$ cat src/design/hsu_pkg.sv
// Types and constants of the heap sorter unit.
`timescale 1ns / 1ps
`default_nettype none

package hsu_pkg;

	localparam int DATA_W = 32;

	typedef logic signed [DATA_W-1:0] word_t;

	typedef enum logic [1:0] {
		ST_FILL,
		ST_DRAIN,
		ST_EMIT
	} state_t;

endpackage

`default_nettype wire

$ cat src/design/hsu_cell.sv
// One sorting cell: keeps the smaller word, passes the larger one onward.
`timescale 1ns / 1ps
`default_nettype none

module hsu_cell (
	input  wire logic          clk,
	input  wire logic          arst_n,
	input  wire logic          shift,
	input  wire logic          in_valid,
	input  wire hsu_pkg::word_t in_value,
	input  wire logic          nb_valid,
	input  wire hsu_pkg::word_t nb_value,
	output logic               held_valid,
	output hsu_pkg::word_t     held_value,
	output logic               pass_valid,
	output hsu_pkg::word_t     pass_value
);
	import hsu_pkg::*;

	logic  held_valid_q;
	word_t held_value_q;
	logic  pass_valid_q;
	word_t pass_value_q;

	always_ff @(posedge clk or negedge arst_n) begin
		if (!arst_n) begin
			held_valid_q <= 1'b0;
			pass_valid_q <= 1'b0;
		end else if (shift) begin
			held_valid_q <= nb_valid;
			pass_valid_q <= 1'b0;
		end else if (in_valid) begin
			held_valid_q <= 1'b1;
			pass_valid_q <= held_valid_q;
		end else begin
			pass_valid_q <= 1'b0;
		end
	end

	always_ff @(posedge clk) begin
		if (shift) begin
			held_value_q <= nb_value;
		end else if (in_valid) begin
			if (!held_valid_q || (in_value < held_value_q)) begin
				held_value_q <= in_value;
				pass_value_q <= held_value_q;
			end else begin
				pass_value_q <= in_value;
			end
		end
	end

	assign held_valid = held_valid_q;
	assign held_value = held_value_q;
	assign pass_valid = pass_valid_q;
	assign pass_value = pass_value_q;

endmodule

`default_nettype wire

$ cat config.mk
export PLATFORM = sky130hd
export DESIGN_NAME = hsu_cell
export DESIGN_NICKNAME = d
export VERILOG_FILES = /design/src/design/hsu_pkg.sv /design/src/design/hsu_cell.sv
export SDC_FILE = /design/constraint.sdc
export NUM_CORES = 1
export LEC_CHECK = 0
export BUFFER_PORTS_ARGS = -buffer_cell sky130_fd_sc_hd__buf_2
export CAP_MARGIN = 20
export CORE_MARGIN = 3
export CORE_UTILIZATION = 25
export CTS_CLUSTER_SIZE = 25
export DETAILED_ROUTE_END_ITERATION = 7
export PLACE_DENSITY_LB_ADDON = 0.25
export SLEW_MARGIN = 20
export SYNTH_ARGS = -nofsm -noshare
export SYNTH_HDL_FRONTEND = slang
export SYNTH_SLANG_ARGS = --single-unit
$ cat constraint.sdc
create_clock -name clk -period 5.6 [get_ports clk]
set_clock_uncertainty 0.2 [all_clocks]
set_input_delay 1.12 -clock clk [delete_from_list [all_inputs] [get_ports clk]]
set_output_delay 1.12 -clock clk [all_outputs]
set_load 0.1 [all_outputs]
==> impl_metrics.tcl <==
set metrics [dict create \
    tightest_slew_ns 1.02 \
    fin_crit_ns 4.08 \
    postCtsHoldBufs 0 \
    r2r_end "held_value[12]" \
    post_cts_buffers 0 \
    die_y_um 144 \
    wl_per_cell_um 17.4 \
    antenna_found_initial 1 \
    clk_latency_ns 0.34 \
    core_area_sq_mm 0.0184 \
    crit_family "compound AO/OA/AOI/OAI gates" \
    dp_hpwl_um 9690 \
    grt_pass1_vias 4320 \
    path_buf_inv 3 \
    gp_congestion 0.792 \
    maxSlewHeadroom_pct 32.1 \
    syn-cell-area_sq_mm 0.00478 \
    peakVddDrop_mv 0.139 \
    switching_share_pct 43.8 \
    clock-root-buffer "clkbuf_16" \
    setup_ws_ns 1.52 \
    ctsResizeCount 0 \
    fin_crit_sh_pct 72.8 \
    syn_inst 486 \
    clkPwrFrac_pct 27.9 \
    clockBufferDepth 2 \
    setup_viol 0 \
    p_leak_uw 0.00237 \
    layout_commonest_cell "buf_2" \
    cpPeakStageDelay_ns 0.59 \
    internal_power_uw 1220 \
    setup_tns_ns 0 \
    cp_slowest_cell "a311oi_4" \
    p_sw_uw 950 \
    ios 135 \
    instances_no_fill 827 \
    fin_area_sq_mm 0.00597 \
    port_buffers 134 \
    cp.required_ns 5.43 \
    r2r_cells 11 \
    ant_nets 0 \
    hold_viol_final 0 \
    grt_max_degree 98 \
    htreeDepth 3 \
    drc 0 \
    endpoint_kind "flop" \
    detail_route.vias_per_cell 5.33 \
    layout_common_cells "buf_2, edfxtp_1, a21oi_1" \
    yosysWarnings 0 \
    rsz0062_at_grt "false" \
    num_rows 49 \
    slew_violations 0 \
    numCtsBuffers 9 \
    grt.total_usage_pct 13.7 \
    drive_above_1_share_pct 36.3 \
    layout.nets 693 \
    hp-class "in2async" \
    vias 4408 \
    outcome "completed" \
    post-place-ws_ns 1.11 \
    reg2reg_from "held_value[2]" \
    critPathLaunchType "input pin" \
    pwr-share-seq_pct 31.5 \
    synthDistinctLibCells 37 \
    worstPathCellList "buf_2 > ha_1 > a211o_1 > a31oi_1 > o311a_1 > nor3_1 > o311ai_4 > buf_4 > a2111oi_0 > a311oi_4 > buf_12" \
    cts_tree "done" \
    drtIter0Drc 189 \
    startpoint "in_value[2]" \
    syn_nets 586 \
    cp_num_cells 11 \
    gr-total-overflow 0 \
    antennaDiodeCount 0 \
    maxCapViolCount 0 \
    endpoint "held_value[12]" \
    p_comb_share_pct 40.6 \
    fp.dieW_um 144 \
    area_growth_pct 24.9 \
    ys_seq_elements 66 \
    powerDensity_mw_per_mm2 363 \
    syn_avg_cell_area_sq_um 9.84 \
    post-place-cells 810 \
    utilization_pct 32.5 \
    start_util_pct 26.0 \
    crit_arrival_ns 3.91 \
    critPathMaxFanout 25 \
    routed_wl_um 14400 \
    max_freq_mhz 245 \
    path_clk_slew_ns 0.06 \
    dpl_cell_area_sq_mm 0.00563 \
    numClockSinks 66 \
    ys_seq_area_share_pct 41.2 \
    critical_path_class "in2reg" \
    r2r_slack_ns 1.94 \
    die_area_sq_mm 0.0208 \
    drt_first_pass_iters 4 \
    grt_pass1_wl_um 22700 \
]
how the worst min path moves through the flow:
stage / startpoint / endpoint / cells after the start / slack [ns]
finish: arst_n / held_valid / 1 / 0.36
global route: arst_n / held_valid / 1 / 0.35
CTS: arst_n / held_valid / 1 / 0.35
detailed placement: held_value[0] / pass_value[0] / 2 / 0.46
global placement: held_value[0] / pass_value[0] / 2 / 0.46
floorplan: arst_n / held_valid / 0 / 0.62
layout make-up:
type                    count  area (sq um)
clock buffers               9           225
clock inverters             7          83.8
fillers                  1922         12400
inverters                  33           124
multi-input cells         341          2510
flip-flops and latches     66          1980
well taps                 229           287
repair buffers            142           763
sequential cells by signal (all words and copies together), names as in the netlist:
name,count
pass_value,32
held_valid,1
held_value,32
pass_valid,1
through the flow:
| step | hold slack (ns) | total power [uW] |
|---|---|---|
| floorplan | 0.624 | 1400 |
| global placement | 0.464 | 1560 |
| detailed placement | 0.462 | 1580 |
| CTS | 0.345 | 2190 |
| global route | 0.349 | 2280 |
| finish | 0.364 | 2170 |
power groups by stage:
stage	clock [uW]	combinational, uW	sequential (uW)
floorplan	0	341	1060
global placement	0	870	691
detailed placement	0	884	693
CTS	622	888	684
global route	639	950	693
finish	606	882	683
worst register-to-register path, cell delays in order (launching register included):
cell       delay [ns]
edfxtp_1         0.44
inv_1            0.11
ha_1             0.24
a211o_1          0.29
a31oi_1          0.22
o311a_1          0.21
nor3_1           0.08
o311ai_4         0.24
buf_4            0.26
a2111oi_0        0.18
a311oi_4         0.59
buf_12           0.29
cell families (layout without fill, tap and decap cells):
kind of cell             after synthesis  count (layout)  synth area share [%]
AO/OA/AOI/OAI                        123             123                  18.8
adder cells (fa/ha/maj)               31              31                  8.11
buffers and inverters                 79             191                  6.99
flip-flops                            66              66                  41.2
multiplexers                          32              32                  7.54
AND/OR/NAND/NOR                      155             155                  17.3
cell usage after synthesis:
library cell | instances | area share (%)
a2111oi_0 | 1 | 0.18
a211o_1 | 2 | 0.37
a211oi_1 | 1 | 0.16
a211oi_2 | 1 | 0.26
a21o_1 | 4 | 0.63
a21oi_1 | 44 | 4.6
a311oi_1 | 1 | 0.18
a31oi_1 | 3 | 0.39
a41oi_1 | 29 | 5.3
and2_1 | 1 | 0.13
and3_1 | 1 | 0.13
and4_1 | 1 | 0.18
buf_1 | 2 | 0.16
buf_2 | 12 | 1.3
buf_6 | 3 | 0.71
clkbuf_1 | 29 | 2.3
dfrtp_1 | 2 | 1.0
edfxtp_1 | 64 | 40
ha_1 | 31 | 8.1
inv_1 | 32 | 2.5
inv_2 | 1 | 0.078
mux2_2 | 32 | 7.5
nand2_1 | 37 | 2.9
nand2b_1 | 1 | 0.13
nand3_1 | 37 | 3.9
nand4_1 | 37 | 4.8
nor2_1 | 5 | 0.39
nor2b_1 | 1 | 0.13
nor3_1 | 3 | 0.31
nor3_4 | 1 | 0.34
o2111ai_1 | 31 | 5.7
o21ai_0 | 3 | 0.31
o221ai_1 | 1 | 0.18
o311a_1 | 1 | 0.21
o311ai_2 | 1 | 0.34
or2_0 | 10 | 1.3
or2_2 | 20 | 2.6
metal layers:
layer | up-vias | global-route usage [%] | share of wire (%)
met4 | 2 | 4.91 | 1.7
li1 | 2125 | - | -
met1 | 2139 | 17.9 | 44
met2 | 125 | 22.3 | 48
met5 | - | 0 | 0.063
met3 | 17 | 2.91 | 5.6
(Power assumes the default switching activity.)
